$ cat config.mk
export PLATFORM = sky130hd
export DESIGN_NAME = hsd_queue
export DESIGN_NICKNAME = d
export VERILOG_FILES = /design/src/sv/hsd_pkg.sv /design/src/sv/hsd_queue.sv
export SDC_FILE = /design/constraint.sdc
export NUM_CORES = 1
export LEC_CHECK = 0
export ABC_CLOCK_PERIOD_IN_PS = 2400
export BUFFER_PORTS_ARGS = -buffer_cell sky130_fd_sc_hd__buf_4
export CELL_PAD_IN_SITES_DETAIL_PLACEMENT = 1
export CELL_PAD_IN_SITES_GLOBAL_PLACEMENT = 1
export CORE_MARGIN = 4
export CORE_UTILIZATION = 51
export DETAILED_ROUTE_END_ITERATION = 10
export GPL_TIMING_DRIVEN = 0
export PLACE_DENSITY_LB_ADDON = 0.1
export REMOVE_ABC_BUFFERS = 1
export SETUP_SLACK_MARGIN = 0.1
export SLEW_MARGIN = 10
export SYNTH_ARGS = -nofsm -noshare
export SYNTH_HDL_FRONTEND = slang
export SYNTH_SLANG_ARGS = --single-unit
export TNS_END_PERCENT = 100
$ cat constraint.sdc
create_clock -name clock -period 2.4 [get_ports clock]
set_input_delay 0.24 -clock clock [delete_from_list [all_inputs] [get_ports clock]]
set_output_delay 0.24 -clock clock [all_outputs]
set_load 0.02 [all_outputs]
$ cat src/sv/hsd_pkg.sv
// shared constants and types of the 3-d heat stencil step
`default_nettype none

package hsd_pkg;

   localparam int MAX_DIM_DEF     = 64;
   localparam int VALUE_WIDTH_DEF = 32;

   localparam int COEFF_W     = 16;
   localparam int FRAC_BITS   = 16;
   localparam int ROUND_HALF  = 1 << (FRAC_BITS - 1);
   localparam int SUM_W       = 48;
   localparam int CSR_DATA_W  = 16;
   localparam int CSR_INDEX_W = 3;
   localparam int QUEUE_DEPTH = 4;
   localparam int PLANES      = 3;
   localparam int PLANE_W     = 2;

   typedef enum logic [CSR_INDEX_W-1:0] {
      REG_COEFF_X   = 3'd0,
      REG_COEFF_Y   = 3'd1,
      REG_COEFF_Z   = 3'd2,
      REG_TIME_STEP = 3'd3,
      REG_LAST_X    = 3'd4,
      REG_LAST_Y    = 3'd5,
      REG_LAST_Z    = 3'd6
   } csr_index_type;

   typedef struct packed {
      logic [COEFF_W-1:0] coeff_x;
      logic [COEFF_W-1:0] coeff_y;
      logic [COEFF_W-1:0] coeff_z;
      logic [COEFF_W-1:0] time_step;
   } coeff_type;

   // classification of one grid point, made by the front part
   typedef struct packed {
      logic               interior;
      logic               final_pt;
      logic [PLANE_W-1:0] plane;
   } class_type;

endpackage

`default_nettype wire

$ cat src/sv/hsd_queue.sv
// short first-in first-out queue between front and back parts
`default_nettype none

module hsd_queue #(
   parameter int WIDTH = 8,
   parameter int DEPTH = hsd_pkg::QUEUE_DEPTH
) (
   input  logic             clock,
   input  logic             reset,
   input  logic             push,
   input  logic [WIDTH-1:0] push_data,
   output logic             full,
   input  logic             pop,
   output logic             valid,
   output logic [WIDTH-1:0] pop_data
);
   localparam int PTR_W = (DEPTH > 1) ? $clog2(DEPTH) : 1;
   localparam int CNT_W = $clog2(DEPTH + 1);

   logic [WIDTH-1:0] slot_ff [DEPTH];
   logic [PTR_W-1:0] wr_ptr_ff, rd_ptr_ff;
   logic [CNT_W-1:0] count_ff;

   assign full     = (count_ff == CNT_W'(DEPTH));
   assign valid    = (count_ff != '0);
   assign pop_data = slot_ff[rd_ptr_ff];

   always_ff @(posedge clock) begin
      if (push) begin
         slot_ff[wr_ptr_ff] <= push_data;
      end
   end

   always_ff @(posedge clock) begin
      if (reset) begin
         wr_ptr_ff <= '0;
         rd_ptr_ff <= '0;
         count_ff  <= '0;
      end else begin
         if (push) begin
            wr_ptr_ff <= (wr_ptr_ff == PTR_W'(DEPTH - 1)) ? '0 : wr_ptr_ff + PTR_W'(1);
         end
         if (pop) begin
            rd_ptr_ff <= (rd_ptr_ff == PTR_W'(DEPTH - 1)) ? '0 : rd_ptr_ff + PTR_W'(1);
         end
         if (push && !pop) begin
            count_ff <= count_ff + CNT_W'(1);
         end else if (pop && !push) begin
            count_ff <= count_ff - CNT_W'(1);
         end
      end
   end

endmodule

`default_nettype wire

# [Yosys cells after proc, flatten, opt, wreduce, memory -nomap -nowiden]
# Memory sizes are Yosys's and may differ from the RTL's. A register that Yosys moved wholly into a read port is not among the register bits.
# Cells that the tools add are included.
[totals] register_bits=7 inputBits=12 latchBits=0 memories=1 romBits=0 ram_bits=32
[classes] reduce_logical=6 shifts=0 addsub=4 multipliers=0 n_lt_le_gt_ge=0 n_div=0 eq_ne=3 mux=8 bitwise=0
[mem_list] name="slot_ff" depth=4 word_bits=8 read_ports=1 rd_clocked_by_memory_dff=1 write_ports=1 line_no="hsd_queue.sv:20" rtl="logic [WIDTH-1:0] slot_ff [DEPTH];"
[ops] operator="2-to-1 mux 2 bit" n=4
[ops] operator="2-to-1 mux 3 bit" n=2
[ops] operator="adder 2 x 1 -> 2 bit (second input constant)" n=2
[ops] operator="== test 2 bit (second input constant)" n=2
[ops] operator="adder 3 x 1 -> 3 bit (second input constant)" n=1
[ops] operator="== test 3 bit (second input constant)" n=1
[ops] operator="nonzero test 3 bit" n=1
[ops] operator="subtractor 3 x 1 -> 3 bit (second input constant)" n=1
[ops] operator="logical AND 1 bit" n=2
[ops] operator="logical NOT 1 bit" n=2
[ops] operator="2-to-1 mux 1 bit" n=2
[ops] operator="nonzero test 2 bit" n=1

# [Longest topological paths before layout]
[depth] ltp_word=4 ltp_mapped=7 depth_no_buf=7

# [Worst setup path after synthesis]
# No wires, ideal clock.
[synth_timing] path_kind="input -> register" start="input pop" end="register count_ff[2]" slack_ns=0.898 n_path_buf=0 stages=7 arrival_time_ns=1.432 cell_sequence="inv_1 ha_1 inv_1 fa_1 xor2_1 or3_1 a21oi_1"
[synth_between] elab_chain_cells=3
[synth_lines] element="from (decl)" line_no="hsd_queue.sv:13" rtl="input logic pop,"
[synth_lines] element="logical NOT 1 bit" line_no="hsd_queue.sv:46" rtl="if (push && !pop) begin"
[synth_lines] element="logical AND 1 bit" line_no="hsd_queue.sv:46"
[synth_lines] element="2-to-1 mux 3 bit / nonzero test 2 bit (equally long branches)"
[synth_lines] element="to (signal assigned)" line_no="hsd_queue.sv:47" rtl="count_ff <= count_ff + CNT_W'(1);"
[synth_lines] element="to (signal assigned)" line_no="hsd_queue.sv:49" rtl="count_ff <= count_ff - CNT_W'(1);"
[synth_lines] element="to (decl)" line_no="hsd_queue.sv:22" rtl="logic [CNT_W-1:0] count_ff;"
# Several ways; a longest one is shown, not always the timed one.
# A chain may end at the register's enable or synchronous reset.

==> results.py <==
metrics = {
    "timing": {
        "rsz0062_at_grt": "false",
        "finalMaxSlewViolations": 0,
        "finalCriticalPeriod_ns": 2.00,
        "finClkSkew_ns": 0.0100,
        "worst_slew_pin_slew_ns": 0.545,
        "hold_viol": 0,
        "tns_ns": 0,
        "maxSlewHeadroom_pct": 63.6,
        "setup_viol": 0,
        "fmax_mhz": 500,
        "setup_ws_ns": 0.402,
        "hold_ws_ns": 0.0942,
        "post-route-period-util_pct": 83.3,
    },
    "logic_synthesis": {
        "synth_cells": 86,
        "syn_area_mm2": 0.00160,
        "syn_area_per_cell_um2": 18.6,
        "seq_area_frac_synth_pct": 71.4,
        "synth_seq_cells": 41,
        "yosys.cell_types.count": 16,
        "synth_top_area_share_pct": 60.1,
        "synth_top_area_cell": "edfxtp_1",
        "ys_top_cells_by_area": "edfxtp_1 (60%), dfxtp_1 (11%), mux4_2 (11%)",
        "ys_warn_count": 0,
    },
    "drt": {
        "vias": 787,
        "firstDrtPassIters": 3,
        "wire_per_inst_um": 17.1,
        "drt_iter0_drc": 17,
        "route.antenna.remaining_nets": 0,
        "viasPerCell": 5.01,
        "drt-total-wl_um": 2690,
        "route.detailed.drc": 0,
    },
    "layout": {
        "n_antenna_cell": 0,
        "fin_util_pct": 60.9,
        "area_growth_pct": 15.3,
        "layout.area.seq_mm2": 0.00114,
        "final.fill_count": 290,
        "final_cell_area_mm2": 0.00184,
        "finalNonFillerCells": 157,
        "multiInputGateArea_um2": 427,
        "drive_above_1_share_pct": 30.1,
        "nNetsFinal": 131,
    },
    "placement": {
        "dpl_cell_area_mm2": 0.00180,
        "dp_slack_ns": 0.682,
        "post-place-cells": 149,
        "place.gp.congestion": 0.626,
        "hpwl_um": 1960,
        "port_buffers": 21,
    },
    "power_and_ir_drop": {
        "powerDensity_mw_per_mm2": 733,
        "power.share.clock_pct": 23.4,
        "p_sw_mw": 0.329,
        "switching_share_pct": 24.3,
        "power.internal_mw": 1.02,
        "pwr-share-seq_pct": 61.9,
        "fin_total_pwr_mw": 1.35,
        "pwr-share-comb_pct": 14.7,
        "p_leak_nw": 0.680,
        "vdd_ir_drop_max_uv": 344,
    },
    "global_route": {
        "met2_usage_pct": 26.8,
        "grt_max_degree": 12,
        "use_met3_pct": 5.27,
        "track_usage_pct": 15.9,
        "grt_pass1_vias": 898,
        "grt_overflow": 0,
        "grt_util_met1_pct": 18.8,
        "grt_pass1_wl_um": 4690,
        "busiest_layer": "met2",
        "antenna_found_initial": 0,
    },
    "worst_setup_path": {
        "crit_family": "flip-flops",
        "crit_path_end_kind": "output port",
        "slowest_delay_ns": 0.68,
        "crit_path_start_kind": "flop",
        "required_ns": 2.16,
        "crit_buf_inv": 1,
        "critical_path_class": "reg2out",
        "crit_fanout": 8,
        "path_cells": "mux4_2 -> buf_4",
        "cp_slowest_cell": "dfxtp_1",
        "worstPathArrival_ns": 1.76,
    },
    "floorplanning": {
        "rows": 20,
        "die-area_mm2": 0.00410,
        "top_level_ports": 22,
        "core_area_mm2": 0.00303,
        "die_w_um": 64.0,
        "initial_core_util_pct": 52.8,
        "die_h_um": 64.0,
    },
    "cts": {
        "htree_num_levels": 2,
        "clk_latency_ns": 0.33,
        "clk_pin_slew_ns": 0.11,
        "post_cts_buffers": 0,
        "cts-root-buf": "clkbuf_4",
        "clock_path_buffers": 2,
        "cts_resized": 0,
        "cts_made_buffers": 5,
        "hold_buffers": 0,
        "cts.sinks": 41,
        "cts_tree": "built",
    },
    "job": {
        "cap_violations": 0,
    },
    "run_status": {
        "status": "complete, no violations",
    },
    "hold_path": {
        "hp-class": "in2reg",
    },
}
[placed cells by master, fill, tap and decap left out, drive strengths merged]
master  count
edfxtp     32
buf        21
dfxtp       9
mux4        8
clkbuf      8
nor2        7
ha          6
inv         4
and2        4
mux2i       4
or3         2
nor3b       2
xor2        2
a21oi       2
o21ai       1
fa          1
[path summary, 6_finish.rpt]
kind / from / endpoint / slack [ns] / cells after the start
worst min-delay path: push_data[6] / slot_ff[3][6]$_DFFE_PP_ / 0.09 / 1
worst min register to register: count_ff[2]$_SDFFE_PP0P_ / count_ff[2]$_SDFFE_PP0P_ / 0.51 / 2
worst max-delay path: flop / pop_data[3] / 0.40 / 2
worst max register to register: count_ff[0]$_SDFFE_PP0P_ / count_ff[2]$_SDFFE_PP0P_ / 0.94 / 4
[synth_stat cells]
master / instances
and2_1: 4
buf_6: 1
or3_1: 2
inv_1: 4
clkbuf_2: 1
fa_1: 1
edfxtp_1: 32
o21ai_0: 1
a21oi_1: 2
nor3b_1: 2
xor2_1: 2
nor2_1: 7
dfxtp_1: 9
ha_1: 6
mux4_2: 8
mux2i_1: 4
[logic make-up after synthesis]
family / count (synthesis) / share of synthesized area [%]
AO/OA/AOI/OAI: 3 / 0.939
XOR/XNOR: 2 / 1.10
adder cells (fa/ha/maj): 7 / 5.95
buffers and inverters: 6 / 1.96
flip-flops: 41 / 71.4
multiplexers: 12 / 13.8
AND/OR/NAND/NOR: 15 / 4.93
[sequential cells by signal, indices dropped and copies added (netlist names), named ones only]
| name | count |
|---|---|
| count_ff | 3 |
| rd_ptr_ff | 2 |
| slot_ff | 32 |
| wr_ptr_ff | 2 |
[power groups by stage]
stage	combinational (mW)	sequential (mW)	clock (mW)
4_1_cts	0.203	0.839	0.329
2_1_floorplan	0.122	0.845	0
3_3_place_gp	0.193	0.852	0
5_1_grt	0.223	0.844	0.375
6_report	0.199	0.837	0.317
3_5_place_dp	0.202	0.855	0
[worst reg2reg max path, cell delays in order (launching register included)]
cell	delay, ns
dfxtp_1	0.37
fa_1	0.44
xor2_1	0.15
or3_1	0.30
a21oi_1	0.14
[layout make-up]
type / instances / share of cell area, %
clock buffers: 8 / 2.65
inverters: 4 / 0.814
repair buffers: 21 / 8.55
well taps: 44 / 2.99
multi-input cells: 39 / 23.1
flip-flops and latches: 41 / 61.9
[per-layer routing]
layer,vias up,part of all wire (%)
li1,380,-
met1,383,42
met2,18,51
met3,6,5.0
met4,0,1.6
met5,-,0
(Power assumes the default switching activity.)
