<file path="src/sv/hsd_pkg.sv">
// shared constants and types of the 3-d heat stencil step
`default_nettype none

package hsd_pkg;

   localparam int MAX_DIM_DEF     = 64;
   localparam int VALUE_WIDTH_DEF = 32;

   localparam int COEFF_W     = 16;
   localparam int FRAC_BITS   = 16;
   localparam int ROUND_HALF  = 1 << (FRAC_BITS - 1);
   localparam int SUM_W       = 48;
   localparam int CSR_DATA_W  = 16;
   localparam int CSR_INDEX_W = 3;
   localparam int QUEUE_DEPTH = 4;
   localparam int PLANES      = 3;
   localparam int PLANE_W     = 2;

   typedef enum logic [CSR_INDEX_W-1:0] {
      REG_COEFF_X   = 3'd0,
      REG_COEFF_Y   = 3'd1,
      REG_COEFF_Z   = 3'd2,
      REG_TIME_STEP = 3'd3,
      REG_LAST_X    = 3'd4,
      REG_LAST_Y    = 3'd5,
      REG_LAST_Z    = 3'd6
   } csr_index_type;

   typedef struct packed {
      logic [COEFF_W-1:0] coeff_x;
      logic [COEFF_W-1:0] coeff_y;
      logic [COEFF_W-1:0] coeff_z;
      logic [COEFF_W-1:0] time_step;
   } coeff_type;

   // classification of one grid point, made by the front part
   typedef struct packed {
      logic               interior;
      logic               final_pt;
      logic [PLANE_W-1:0] plane;
   } class_type;

endpackage

`default_nettype wire

</file>
<file path="src/sv/hsd_req_if.sv">
// request channel of the heat stencil step: one grid point per transfer
`default_nettype none

interface hsd_req_if #(
   parameter int VALUE_WIDTH = hsd_pkg::VALUE_WIDTH_DEF
);
   logic                          valid;
   logic                          ready;
   logic signed [VALUE_WIDTH-1:0] sample;
   logic signed [VALUE_WIDTH-1:0] force_req;

   modport source (output valid, output sample, output force_req, input ready);
   modport sink   (input valid, input sample, input force_req, output ready);
endinterface

`default_nettype wire

</file>
<file path="src/sv/hsd_front.sv">
// front part: raster position tracking and point classification
`default_nettype none

module hsd_front #(
   parameter int DIM_W       = 6,
   parameter int VALUE_WIDTH = hsd_pkg::VALUE_WIDTH_DEF,
   localparam int ENTRY_W    = 2 * VALUE_WIDTH + 3 * DIM_W + $bits(hsd_pkg::class_type)
) (
   input  logic               clock,
   input  logic               reset,
   hsd_req_if.sink            req_bus,
   input  logic [DIM_W-1:0]   last_x,
   input  logic [DIM_W-1:0]   last_y,
   input  logic [DIM_W-1:0]   last_z,
   input  logic               q_full,
   output logic               q_push,
   output logic [ENTRY_W-1:0] q_data
);
   import hsd_pkg::*;

   logic [DIM_W-1:0]   x_ff, y_ff, z_ff;
   logic [DIM_W-1:0]   x_in, y_in, z_in;
   logic [PLANE_W-1:0] plane_ff, plane_in;
   class_type          cls;
   logic               accept;

   assign req_bus.ready = !q_full;
   assign accept        = req_bus.valid && !q_full;

   always_comb begin
      cls.interior = (z_ff >= DIM_W'(2)) && (y_ff != '0) && (y_ff < last_y) &&
                     (x_ff != '0) && (x_ff < last_x);
      cls.final_pt = (x_ff == last_x - DIM_W'(1)) && (y_ff == last_y - DIM_W'(1)) &&
                     (z_ff == last_z);
      cls.plane    = plane_ff;
   end

   // raster advance, x fastest; plane follows z modulo three
   always_comb begin
      x_in     = x_ff;
      y_in     = y_ff;
      z_in     = z_ff;
      plane_in = plane_ff;
      if (x_ff >= last_x) begin
         x_in = '0;
         if (y_ff >= last_y) begin
            y_in = '0;
            if (z_ff >= last_z) begin
               z_in     = '0;
               plane_in = '0;
            end else begin
               z_in     = z_ff + DIM_W'(1);
               plane_in = (plane_ff == PLANE_W'(PLANES - 1)) ? '0 : plane_ff + PLANE_W'(1);
            end
         end else begin
            y_in = y_ff + DIM_W'(1);
         end
      end else begin
         x_in = x_ff + DIM_W'(1);
      end
   end

   always_ff @(posedge clock) begin
      if (reset) begin
         x_ff     <= '0;
         y_ff     <= '0;
         z_ff     <= '0;
         plane_ff <= '0;
      end else if (accept) begin
         x_ff     <= x_in;
         y_ff     <= y_in;
         z_ff     <= z_in;
         plane_ff <= plane_in;
      end
   end

   // the updated point sits one plane behind the arriving sample
   assign q_push = accept;
   assign q_data = {req_bus.sample, req_bus.force_req, x_ff, y_ff, z_ff - DIM_W'(1), cls};

endmodule

`default_nettype wire

</file>
<file path="src/flat_wrapper.sv">
// flat-port wrapper written by rule: the top's interface ports become plain ports
module hsd_front_flat import hsd_pkg::*;
#(
   parameter int DIM_W       = 6,
   parameter int VALUE_WIDTH = hsd_pkg::VALUE_WIDTH_DEF,
   localparam int ENTRY_W    = 2 * VALUE_WIDTH + 3 * DIM_W + $bits(hsd_pkg::class_type)
)
  (clock, reset, last_x, last_y, last_z, q_full, q_push, q_data, req_bus_valid, req_bus_sample, req_bus_force_req, req_bus_ready);
  hsd_req_if #(.VALUE_WIDTH(VALUE_WIDTH)) req_bus_i ();
  input  logic clock;
  input  logic reset;
  input  logic [DIM_W-1:0] last_x;
  input  logic [DIM_W-1:0] last_y;
  input  logic [DIM_W-1:0] last_z;
  input  logic q_full;
  output logic q_push;
  output logic [ENTRY_W-1:0] q_data;
  input wire logic [$bits(req_bus_i.valid)-1:0] req_bus_valid;
  input wire logic [$bits(req_bus_i.sample)-1:0] req_bus_sample;
  input wire logic [$bits(req_bus_i.force_req)-1:0] req_bus_force_req;
  output wire logic [$bits(req_bus_i.ready)-1:0] req_bus_ready;
  assign req_bus_i.valid = req_bus_valid;
  assign req_bus_i.sample = req_bus_sample;
  assign req_bus_i.force_req = req_bus_force_req;
  assign req_bus_ready = req_bus_i.ready;
  hsd_front #(.DIM_W(DIM_W), .VALUE_WIDTH(VALUE_WIDTH)) u_core (.clock(clock), .reset(reset), .req_bus(req_bus_i), .last_x(last_x), .last_y(last_y), .last_z(last_z), .q_full(q_full), .q_push(q_push), .q_data(q_data));
endmodule
</file>
<file path="config.mk">
export PLATFORM = sky130hd
export DESIGN_NAME = hsd_front_flat
export DESIGN_NICKNAME = d
export VERILOG_FILES = /design/src/sv/hsd_pkg.sv /design/src/sv/hsd_req_if.sv /design/src/sv/hsd_front.sv /design/src/flat_wrapper.sv
export SDC_FILE = /design/constraint.sdc
export NUM_CORES = 1
export LEC_CHECK = 0
export BUFFER_PORTS_ARGS = -buffer_cell sky130_fd_sc_hd__buf_2
export CAP_MARGIN = 20
export CORE_AREA = 2 2 78 80
export DETAILED_ROUTE_END_ITERATION = 6
export DIE_AREA = 0 0 80 82
export PLACE_DENSITY = 0.9
export SYNTH_ARGS = -nofsm -noshare
export SYNTH_HDL_FRONTEND = slang
export SYNTH_SLANG_ARGS = --single-unit
</file>
<file path="constraint.sdc">
create_clock -name clock -period 2.5 [get_ports clock]
set_clock_uncertainty 0.05 [all_clocks]
set_input_delay 0.125 -clock clock [delete_from_list [all_inputs] [get_ports clock]]
set_output_delay 0.125 -clock clock [all_outputs]
set_load 0.05 [all_outputs]
</file>
Word level (Yosys, flattened, before mapping)
Index checks and enable logic that the tools add are counted.

Add/sub/neg operators: 7. Multipliers: 0. Divide/modulo/power cells: 0. Order comparisons: 6. Equal/unequal tests: 4. Shift-type cells: 0. Mux-type cells: 5. Bitwise gates (word level): 0. Reductions and logical operators: 12.

Operators with widths (count): $add A6 B1 Y6 const B (3); $eq A6 B6 Y1 (3); $ge A6 B6 Y1 (3); $mux W6 (3); $sub A6 B1 Y6 const B (3); $lt A6 B6 Y1 (2); $reduce_bool A6 Y1 (2); $logic_and A1 B1 Y1 (7); $ge A6 B2 Y1 const B (1); $mux W2 (2); $reduce_and A3 Y1 (1); $add A2 B1 Y2 const B (1); $eq A2 B2 Y1 const B (1); $reduce_and A2 Y1 (1); $logic_not A1 Y1 (1).

Register bits: 20. Bits in latches: 0. RAM bits: 0. Memory bits (read-only): 0. Input port bits: 86. Output and inout bits: 88. Logic and storage cells: 38. Memories kept: 0.

Depth between registers and ports, before layout
Gate-level depths: netlist (run 1).

Depth in word-level cells: 5. Depth in mapped cells: 9. Gate-level depth less buffers: 8.

Worst setup path after synthesis (run 1)
No wires, ideal clock.

Path kind: register -> output. Start point: reg u_core.x_ff[0]. End point: out q_data[2]. Data arrival time: 3.138 ns. Data required time: 2.325 ns. Setup slack: -0.813 ns. Cell stages (with the launch flop): 8. Path buffers: 0. Cells stage by stage: dfxtp_1 -> inv_1 -> ha_1 -> nor2_1 -> nand4_1 -> nor4_1 -> nand3_1 -> nor4_1.

Longest elaborated chain between the ends: 3.

Ends and longest elaborated chain: from (decl) (RTL line hsd_front.sv:21) `logic [DIM_W-1:0] x_ff, y_ff, z_ff;`; from (signal assigned) (RTL line hsd_front.sv:70) `x_ff <= x_in;`; $eq A6 B6 Y1 (RTL line hsd_front.sv:33) `cls.final_pt = (x_ff == last_x - DIM_W'(1)) && (y_ff == last_y - DIM_W'(1)) &&`; $logic_and A1 B1 Y1 (2 in a row) (RTL line hsd_front.sv:33); to (decl) (RTL line flat_wrapper.sv:17) `output logic [ENTRY_W-1:0] q_data;`.

Every way passes these cells.

Worst setup path in the final report (run 1)
Start point: reg u_core.z_ff[0]. End point: reg u_core.z_ff[4].

Longest elaborated chain between the ends: 2. Elaborated cells between the ends (all ways): 3. Those cells by class: 1 x add/sub; 1 x order compare; 1 x mux.

Ends and longest elaborated chain: from (decl) (RTL line hsd_front.sv:21); from (signal assigned) (RTL line hsd_front.sv:72) `z_ff <= z_in;`; $add A6 B1 Y6 or $ge A6 B6 Y1 (tied branches) (RTL line hsd_front.sv:52, hsd_front.sv:48); $mux W6 (*) (RTL line hsd_front.sv:48) `if (z_ff >= last_z) begin`.

Every way passes the cells marked *; elsewhere a longest branch is shown, timed or not. A chain may end at the register's enable or synchronous reset.

==> results by group, run 1 <==
Clocking
  – CTS Buf Count: 3
  – Clock latency on the worst-skew pair: 0.27 ns
  – Clock sinks: 20
  – H-tree levels: 1
  – TritonCTS clock tree: yes
  – Clock slew at reported path FFs: 0.08 ns
  – Clock Tree Root: clkbuf_8
  – Clk buf depth: 2

Detailed routing
  – Antenna viol nets, final: 0
  – Routed len/inst: 14.7 um
  – Vias per inst: 5.36
  – Routed wire length: 5.44 mm
  – DRC viols: 0
  – DRT iter0 DRCs: 76
  – Drt first pass iters: 4
  – Vias: 1976

Layout
  – Post-route cell area: 0.00236 mm^2
  – Register area: 407 um^2
  – Post-layout nets: 408
  – Share of layout cells above drive strength 1: 27.9%
  – Area grow syn2layout: 3.05%
  – FILL cells: 565
  – Antenna cell count: 0
  – Multi-input logic area: 0.00136 mm^2

Hold path
  – Worst hold path class: input port to output port

Setup path
  – WP data arrival: 2.61 ns
  – CP endpoint kind: flip-flop
  – Req. time, crit path: 2.65 ns
  – Startpoint Class: flip-flop
  – Peak fanout along the critical path: 7
  – Crit path kind: flip-flop to flip-flop

Global route
  – Initial antenna violation count: 0
  – Total track usage: 16.1%
  – Vias in the first global route: 1893
  – Gr ovfl total: 0
  – Largest net degree at the start of global routing: 21
  – First-pass GRT wire length: 8.40 mm

Yosys
  – Area contributors post-synth: buf_4 21%, dfxtp_1 17%, ha_1 15%
  – Count leader, synth: buf_4
  – Seq/Total Area, Yosys: 17.4%
  – Yosys top cell area share: 20.9%
  – Most frequent cells after synthesis: 64 x buf_4, 28 x inv_1, 27 x a21oi_1, 27 x ha_1, 20 x dfxtp_1
  – Yosys Warn Count: 0
  – Unique masters post-synth: 40
  – Async SR Flop Fraction: 0%
  – Synth Net Count: 413
  – Post-Syn Instances: 300
  – Syn Area/Cell: 7.65 um^2
  – Flop and latch count out of synthesis: 20
  – Synth Flop Type: dfxtp_1
  – Area leader, netlist: buf_4
  – Number of enable flip-flop cells after synthesis: 0
  – Mapped Area: 0.00229 mm^2

Placed design
  – Total placed instance area: 0.00225 mm^2
  – IO buf count: 45
  – DP Wirelength: 4.21 mm
  – Gpl congestion: 0.897

Floorplan
  – Boundary Pins: 174
  – Core Area: 0.00575 mm^2
  – Die Ht: 82 um
  – Die Footprint: 0.00656 mm^2
  – # rows: 28
  – Initial Util: 39.9%
  – Die width: 80 um

Timing
  – Final period util: 98.5%
  – Worst slew pin tran: 0.419 ns
  – Slew Limit Fails: 0
  – Relative slew slack: 71.8%
  – Final setup violation count: 0
  – FMAX: 406 MHz
  – Setup tns final: 0 ns
  – Post-route minimum period: 2.46 ns
  – Min Hold Slack: 0.200 ns
  – Final hold viol count: 0

Status
  – Outcome: finished, final reports clean

Power
  – Leakage power total: 1.07 nW
  – Maximum vdd drop: 158 uV
  – P per Cell Area: 339 mW/mm^2
  – Power Total: 0.000801 W

Job
  – Max Cap Viol: 0
## final cells by class
| cell class | instances | share of cell area [%] |
|---|---|---|
| multi-input cells | 184 | 57.3 |
| well taps | 75 | 3.97 |
| clock inverters | 1 | 1.27 |
| repair buffers | 58 | 13.9 |
| clock buffers | 3 | 1.75 |
| inverters | 28 | 4.60 |
| flip-flops and latches | 20 | 17.2 |
## per-layer routing
metal / GRT usage (%) / vias up / part of all wire (%)
li1: - / 950 / -
met1: 17.5 / 916 / 40
met2: 28.6 / 78 / 48
met3: 3.85 / 32 / 7.2
met4: 9.66 / 0 / 4.5
met5: 0 / - / 0
## sequential cells by signal (all words and copies together), names as in the netlist
register         flops
u_core.y_ff          6
u_core.z_ff          6
u_core.x_ff          6
u_core.plane_ff      2
## critical path, cell delays in order, from the launching register on
cell and delay (ns):
dfxtp_4 0.38, clkinvlp_4 0.14, ha_4 0.27, nand2b_1 0.15
a21oi_2 0.18, o221ai_4 0.14, or4b_4 0.50, or3_1 0.39
a21oi_2 0.17
## kinds of logic after synthesis
logic type | synth area share [%]
AO/OA/AOI/OAI | 11.9
XOR/XNOR | 8.40
adder cells (fa/ha/maj) | 14.7
buffers and inverters | 26.2
flip-flops | 17.4
multiplexers | 0.927
AND/OR/NAND/NOR | 20.4
## power breakdown
part	leakage [nW]	total, W	internal (W)	switching [W]
Clock	0.0357	0.000335	0.000214	0.000121
Combinational	0.869	0.000143	0.0000563	0.0000870
Sequential	0.163	0.000323	0.000320	0.00000367
## repair_timing
item / CTS / global route
hold buffers: 0 / 0
gates resized for setup: 0 / 7
buffers inserted: 0 / 2
endpoints found under the hold margin: 0 / 0
endpoints found under the setup margin: 0 / 3
## through the flow
step	setup WS [ns]	cells	util, %
after floorplan	0.0137	300	-
after detailed placement	0.129	363	39.1
after global routing	-0.0721	369	41.2
after CTS	0.0330	367	40.4
final	0.0367	369	41.2
after global placement	0.199	363	39.1
## placed cells by master (no fill, tap or decap), types with 2 or more instances in the layout
cell type,Yosys,layout
nand2_1,13,13
buf_2,0,44
xor2_1,10,10
nand3_1,11,11
and3_1,2,2
ha_1,27,26
nand2b_1,3,3
nand4_1,6,6
nor2_1,14,14
or3b_2,2,2
nor4b_1,2,2
nand3b_1,3,3
dfxtp_1,20,17
and2_2,2,2
and2b_1,2,2
xnor2_1,12,12
a21oi_2,0,2
or3_1,6,6
o21ai_0,11,11
inv_1,28,27
a21oi_1,27,25
dfxtp_2,0,2
nor3_1,11,10
clkbuf_8,0,3
buf_4,64,13
## path summary, 6_finish.rpt
kind,to,slack (ns),start,cells after the start
setup / recovery,u_core.z_ff[4],0.04,u_core.z_ff[0],8
hold / removal,q_data[23],0.20,req_bus_force_req[1],0
setup reg to reg,u_core.z_ff[4],0.04,u_core.z_ff[0],8
hold reg to reg,u_core.plane_ff[1],0.45,u_core.plane_ff[1],2
Power figures use the tool's default switching activity.
==> inputs of run 2 (changes only) <==
- CORE_AREA: 2 2 78 80 -> 2 2 82 84
- DIE_AREA: 0 0 80 82 -> 0 0 84 86
- PLACE_DENSITY: 0.9 -> 0.86
- clock period: 2.5 -> 2.01 ns (I/O delays scaled with it)
==> run 2 against run 1 <==
Utilization is 3.7 points higher. Via count is 6.0% higher. Maximum frequency increased by 12%. The flow now finishes with violations (negative setup slack). Sequential cell count unchanged. Highest routed layer unchanged. Total power grew 26%. Routed wire length grew 15%. Design area grew 19%. Global-route usage is 0.18 points higher. Cell count is 6.5% higher. Critical path depth unchanged. Die area grew 10%. Sequential share of layout area decreased by 1.8 points.
==> results by group, run 2 (same netlist as run 1, synthesis figures left out) <==
Power
  – Leakage power total: 1.20 nW (+13%)
  – Sw Ratio: 29.4% (+3.0 points)
  – Switching power: 0.000296 W (+40%)
  – Combinational Power Share: 23.9% (+6.0 points)
  – Sequential share of power: 39.2% (-1.2 points)
  – Internal Power: 0.000710 W (+20%)
  – Clock Power Share: 36.9% (-4.9 points)
  – P per Cell Area: 357 mW/mm^2 (+5.3%)
  – Power Total: 0.00101 W (+26%)
  – Maximum vdd drop: 214 uV (+36%)

Layout
  – Multi-input logic area: 0.00160 mm^2 (+18%)
  – Final core occ: 44.9% (+3.7 points)
  – Share of layout cells above drive strength 1: 45.6% (+18 points)
  – Register area: 434 um^2 (+6.8%)
  – Post-layout nets: 430 (+5.4%)
  – Post-route insts no fill: 393 (+6.5%)
  – Antenna cell count: 0 (unchanged)
  – Top flop regs: u_core.x_ff (6), u_core.y_ff (6), u_core.z_ff (6)
  – Commonest non-fill, non-tap cell in the layout: buf_2
  – FILL cells: 585 (+3.5%)
  – Most frequent cells in the layout: 42 x buf_2, 33 x buf_4, 25 x inv_1, 18 x a21oi_1, 18 x ha_1
  – Area grow syn2layout: 22.8%
  – Post-route cell area: 0.00282 mm^2 (+19%)

Placed design
  – DP Wirelength: 4.51 mm (+7.1%)
  – IO buf count: 45 (unchanged)
  – Total placed instance area: 0.00246 mm^2 (+9.4%)
  – Post-placement cell count: 386 (+6.3%)
  – Gpl congestion: 0.805 (-10%)

Timing
  – Slew Limit Fails: 0 (unchanged)
  – Relative slew slack: 71.5% (-0.31 points)
  – Final hold viol count: 0 (unchanged)
  – Final period util: 109% (+11 points)
  – Post-route minimum period: 2.20 ns (-0.265 ns)
  – Final setup violation count: 4 (+4)
  – Setup ws final: -0.188 ns (-0.225 ns)
  – Setup tns final: -0.512 ns (-0.512 ns)
  – FMAX: 455 MHz (+12%)
  – Worst slew pin tran: 0.427 ns (+0.00823 ns)
  – RSZ-0062 raised after global routing: yes

Global route
  – Largest net degree at the start of global routing: 21 (unchanged)
  – Vias in the first global route: 2107 (+11%)
  – Initial antenna violation count: 0 (unchanged)
  – First-pass GRT wire length: 9.47 mm (+13%)
  – Gr ovfl total: 0 (unchanged)
  – Total track usage: 16.3% (+0.18 points)

Status
  – Failing checks: negative setup slack
  – Outcome: finished with violations

Setup path
  – R2r setup slk: -0.19 ns (-0.23 ns)
  – Req. time, crit path: 2.17 ns (-0.48 ns)
  – Crit path kind: flip-flop to flip-flop
  – Peak fanout along the critical path: 2 (-5)
  – CP endpoint kind: flip-flop
  – WP data arrival: 2.36 ns (-0.25 ns)
  – Startpoint Class: flip-flop

Detailed routing
  – Vias: 2094 (+6.0%)
  – Vias per inst: 5.33 (-0.50%)
  – Routed wire length: 6.24 mm (+15%)
  – DRT iter0 DRCs: 61 (-20%)
  – DRC viols: 0 (unchanged)
  – Antenna viol nets, final: 0 (unchanged)
  – Routed len/inst: 15.9 um (+7.7%)
  – Drt first pass iters: 4 (unchanged)

Job
  – Max Cap Viol: 0 (unchanged)

Floorplan
  – Die Ht: 86 um (+4.9%)
  – Die Footprint: 0.00722 mm^2 (+10%)
  – Die width: 84 um (+5.0%)
  – Boundary Pins: 174 (unchanged)
  – # rows: 29 (+3.6%)
  – Core Area: 0.00628 mm^2 (+9.3%)
  – Initial Util: 36.6% (-3.4 points)

Clocking
  – CTS Buf Count: 3 (unchanged)
  – Clock slew at reported path FFs: 0.08 ns (about the same)
  – Clock Tree Root: clkbuf_8
  – TritonCTS clock tree: yes
  – Clock sinks: 20 (unchanged)
  – Clk buf depth: 2 (unchanged)
  – Hold buffer count at cts: 0 (unchanged)
  – Clock latency on the worst-skew pair: 0.27 ns (about the same)
  – H-tree levels: 1 (unchanged)

Hold path
  – Worst hold path class: input port to output port
[run 2: final timing paths]
kind / start / end / cells after the start
max reg2reg: u_core.z_ff[0] / u_core.z_ff[5] / 8
min: req_bus_force_req[1] / q_data[23] / 0
min reg2reg: u_core.plane_ff[1] / u_core.plane_ff[1] / 2
max: u_core.z_ff[0] / u_core.z_ff[5] / 8
[run 2: worst max-delay path: stages, from the launching register on]
cell	delay, ns
dfxtp_4	0.37
clkinvlp_4	0.10
ha_4	0.22
nand2b_4	0.15
a21oi_4	0.13
o221ai_2	0.13
or4b_4	0.54
or3_4	0.34
a21oi_2	0.11
[run 2: repair_timing]
item                                    in CTS  in global routing
buffers inserted                             2                  1
resized for setup                           15                 29
endpoints found under the setup margin      12                 22
pin swaps                                   11                 15
[run 2: stage by stage]
stage | setup WS [ns] | hold WS (ns)
2_1_floorplan | -0.436 | 0.318
3_3_place_gp | -0.0983 | 0.151
3_5_place_dp | -0.183 | 0.151
4_1_cts | -0.189 | 0.151
5_1_grt | -0.264 | 0.151
6_report | -0.188 | 0.151
[run 2: power by group through the flow]
stage               registers, W  clock network (W)  logic [W]
finish                  0.000394           0.000371   0.000241
floorplan               0.000415                  0   0.000456
global route            0.000394           0.000394   0.000264
global placement        0.000404                  0   0.000185
detailed placement      0.000404                  0   0.000195
CTS                     0.000395           0.000375   0.000205
[run 2: layer usage]
| metal | track usage, % | part of all wire, % | vias up |
|---|---|---|---|
| li1 | - | - | 989 |
| met1 | 17.7 | 40 | 994 |
| met2 | 29.5 | 49 | 72 |
| met3 | 4.04 | 6.0 | 39 |
| met4 | 8.50 | 4.6 | 0 |
| met5 | 0 | 0 | - |
[run 2: layout make-up]
class                           instances  share of cell area, %
Inverter                               28                   3.86
Tap cell                               77                   3.42
Multi-Input combinational cell        184                   56.7
Clock buffer                            4                   2.35
Timing Repair Buffer                   80                   18.2
Sequential cell                        20                   15.4
==> inputs of run 3 (changes only) <==
- SKIP_CTS_REPAIR_TIMING: not set -> 1
- clock period: 2.01 -> 1.9 ns (I/O delays scaled with it)
==> run 3 against run 2 <==
The flow still finishes with violations (negative setup slack). Critical path depth did not move. Design area up 5.7%. Utilization rose by 2.6 points. Sequential share of layout area down 0.49 points. Setup slack got worse by 0.17 ns. Sequential power rose by 4%. Cell count increased by 2.8%. First-iteration DRC count fell by 15%. Critical path type unchanged. Critical endpoint is now u_core.z_ff[4]. Largest power group is now the clock network. Highest routed layer unchanged.
==> results by group, run 3 (same netlist as run 1, synthesis figures left out) <==
Clocking
  – Clock Tree Root: clkbuf_8
  – H-tree levels: 1 (unchanged)
  – Clock slew at reported path FFs: 0.09 ns (about the same)
  – CTS Buf Count: 3 (unchanged)
  – Clk buf depth: 2 (unchanged)
  – Clock sinks: 20 (unchanged)
  – Clock latency on the worst-skew pair: 0.27 ns (about the same)
  – TritonCTS clock tree: yes

Setup path
  – Cell Chain, Critical Path: clkinvlp_4 -> ha_4 -> nand2b_4 -> a21oi_4 -> o221ai_2 -> or4b_4 -> or3_1 -> a21oi_2
  – CP max-delay cell: or4b_4
  – CP endpoint kind: flip-flop
  – Startpoint Class: flip-flop
  – Req. time, crit path: 2.04 ns (-0.13 ns)
  – Crit path kind: flip-flop to flip-flop
  – WP data arrival: 2.40 ns (+0.04 ns)
  – Peak fanout along the critical path: 2 (unchanged)
  – Slowest cell delay on critical path: 0.53 ns (about the same)

Placed design
  – IO buf count: 45 (unchanged)
  – DP Wirelength: 4.54 mm (+0.59%)
  – Gpl congestion: 0.831 (+3.2%)
  – Total placed instance area: 0.00265 mm^2 (+8.0%)
  – Pre-CTS setup slack: -0.295 ns (-0.112 ns)

Detailed routing
  – Antenna viol nets, final: 0 (unchanged)
  – Routed wire length: 5.94 mm (-4.8%)
  – Drt first pass iters: 4 (unchanged)
  – DRT iter0 DRCs: 52 (-15%)
  – DRC viols: 0 (unchanged)
  – Vias per inst: 5.14 (-3.5%)
  – Routed len/inst: 14.7 um (-7.4%)
  – Vias: 2078 (-0.76%)

Global route
  – Largest net degree at the start of global routing: 21 (unchanged)
  – Gr ovfl total: 0 (unchanged)
  – Initial antenna violation count: 0 (unchanged)
  – First-pass GRT wire length: 8.98 mm (-5.2%)
  – Vias in the first global route: 2042 (-3.1%)
  – Total track usage: 15.1% (-1.3 points)

Power
  – Maximum vdd drop: 379 uV (+77%)
  – Switching power: 0.000304 W (+3.0%)
  – Power Total: 0.00112 W (+11%)
  – Combinational Power Share: 23.8% (about the same)
  – P per Cell Area: 374 mW/mm^2 (+4.9%)
  – Internal Power: 0.000811 W (+14%)
  – Clock Power Share: 39.3% (+2.4 points)
  – Sequential share of power: 36.8% (-2.4 points)
  – Leakage power total: 1.28 nW (+6.6%)
  – Sw Ratio: 27.3% (-2.1 points)

Floorplan
  – Core Area: 0.00628 mm^2 (unchanged)
  – # rows: 29 (unchanged)
  – Die width: 84 um (unchanged)
  – Boundary Pins: 174 (unchanged)
  – Die Ht: 86 um (unchanged)
  – Initial Util: 36.6% (unchanged)
  – Die Footprint: 0.00722 mm^2 (unchanged)

Layout
  – Most frequent cells in the layout: 43 x buf_4, 42 x buf_2, 25 x inv_1, 21 x a21oi_1, 16 x ha_1
  – Antenna cell count: 0 (unchanged)
  – Commonest non-fill, non-tap cell in the layout: buf_4
  – Top flop regs: u_core.x_ff (6), u_core.y_ff (6), u_core.z_ff (6)
  – Post-route cell area: 0.00298 mm^2 (+5.7%)
  – Post-layout nets: 441 (+2.6%)
  – Share of layout cells above drive strength 1: 48.3% (+2.7 points)
  – Area grow syn2layout: 29.8%

Timing
  – Setup ws final: -0.356 ns (-0.168 ns)
  – Final hold viol count: 0 (unchanged)
  – Worst slew pin tran: 0.413 ns (-0.0143 ns)
  – RSZ-0062 raised after global routing: yes
  – Setup tns final: -1.07 ns (-0.556 ns)
  – Min Hold Slack: 0.140 ns (-0.0110 ns)
  – Final period util: 119% (+9.4 points)
  – Post-route minimum period: 2.26 ns (+0.0580 ns)
  – Relative slew slack: 72.5% (+0.96 points)
  – FMAX: 443 MHz (-2.6%)
  – Slew Limit Fails: 0 (unchanged)
  – Final setup violation count: 12 (+8)

Hold path
  – Worst hold path class: input port to output port

Job
  – Max Cap Viol: 0 (unchanged)

Status
  – Outcome: finished with violations
  – Failing checks: negative setup slack
==> run 3: per-stage QoR <==
step           util (%)  cells
2_1_floorplan         -    300
3_3_place_gp       42.3    396
3_5_place_dp       42.3    396
4_1_cts            43.4    400
5_1_grt            47.5    404
6_report           47.5    404
==> run 3: path summary, 6_finish.rpt <==
check	start	end	slack (ns)	depth (start not counted)
setup / recovery	u_core.z_ff[0]	u_core.z_ff[4]	-0.36	8
hold / removal	req_bus_force_req[1]	q_data[23]	0.14	0
setup reg to reg	u_core.z_ff[0]	u_core.z_ff[4]	-0.36	8
hold reg to reg	u_core.plane_ff[1]	u_core.plane_ff[1]	0.45	2
==> run 3: area by class of cell <==
type                    count  area [um^2]
clock buffers               3         41.3
clock inverters             1         30.0
fillers                   571         3300
inverters                  28          114
multi-input cells         184         1640
flip-flops and latches     20          444
well taps                  77         96.3
repair buffers             91          609
==> run 3: power groups by stage <==
stage	clock network (W)	registers, W	logic, W
floorplan	0	0.000432	0.000497
global placement	0	0.000420	0.000226
detailed placement	0	0.000420	0.000237
CTS	0.000443	0.000410	0.000238
global route	0.000461	0.000411	0.000295
finish	0.000439	0.000411	0.000266
==> run 3: routing by layer <==
metal  global-route usage [%]  vias up  part of all wire, %  wire length, um
met5                        0        -                    0                0
met4                     3.37        0                  1.3               78
met3                     3.75       16                  7.6              454
met2                     28.3       63                   53             3130
met1                     17.2      992                   38             2280
li1                         -     1007                    -                -
==> run 3: critical path, delay by kind of cell (launching register included) <==
family                   cells  cell delay (ns)
AND/OR/NAND/NOR              3             1.05
AO/OA/AOI/OAI                3             0.37
flip-flops                   1             0.36
adder cells (fa/ha/maj)      1             0.25
buffers and inverters        1             0.10
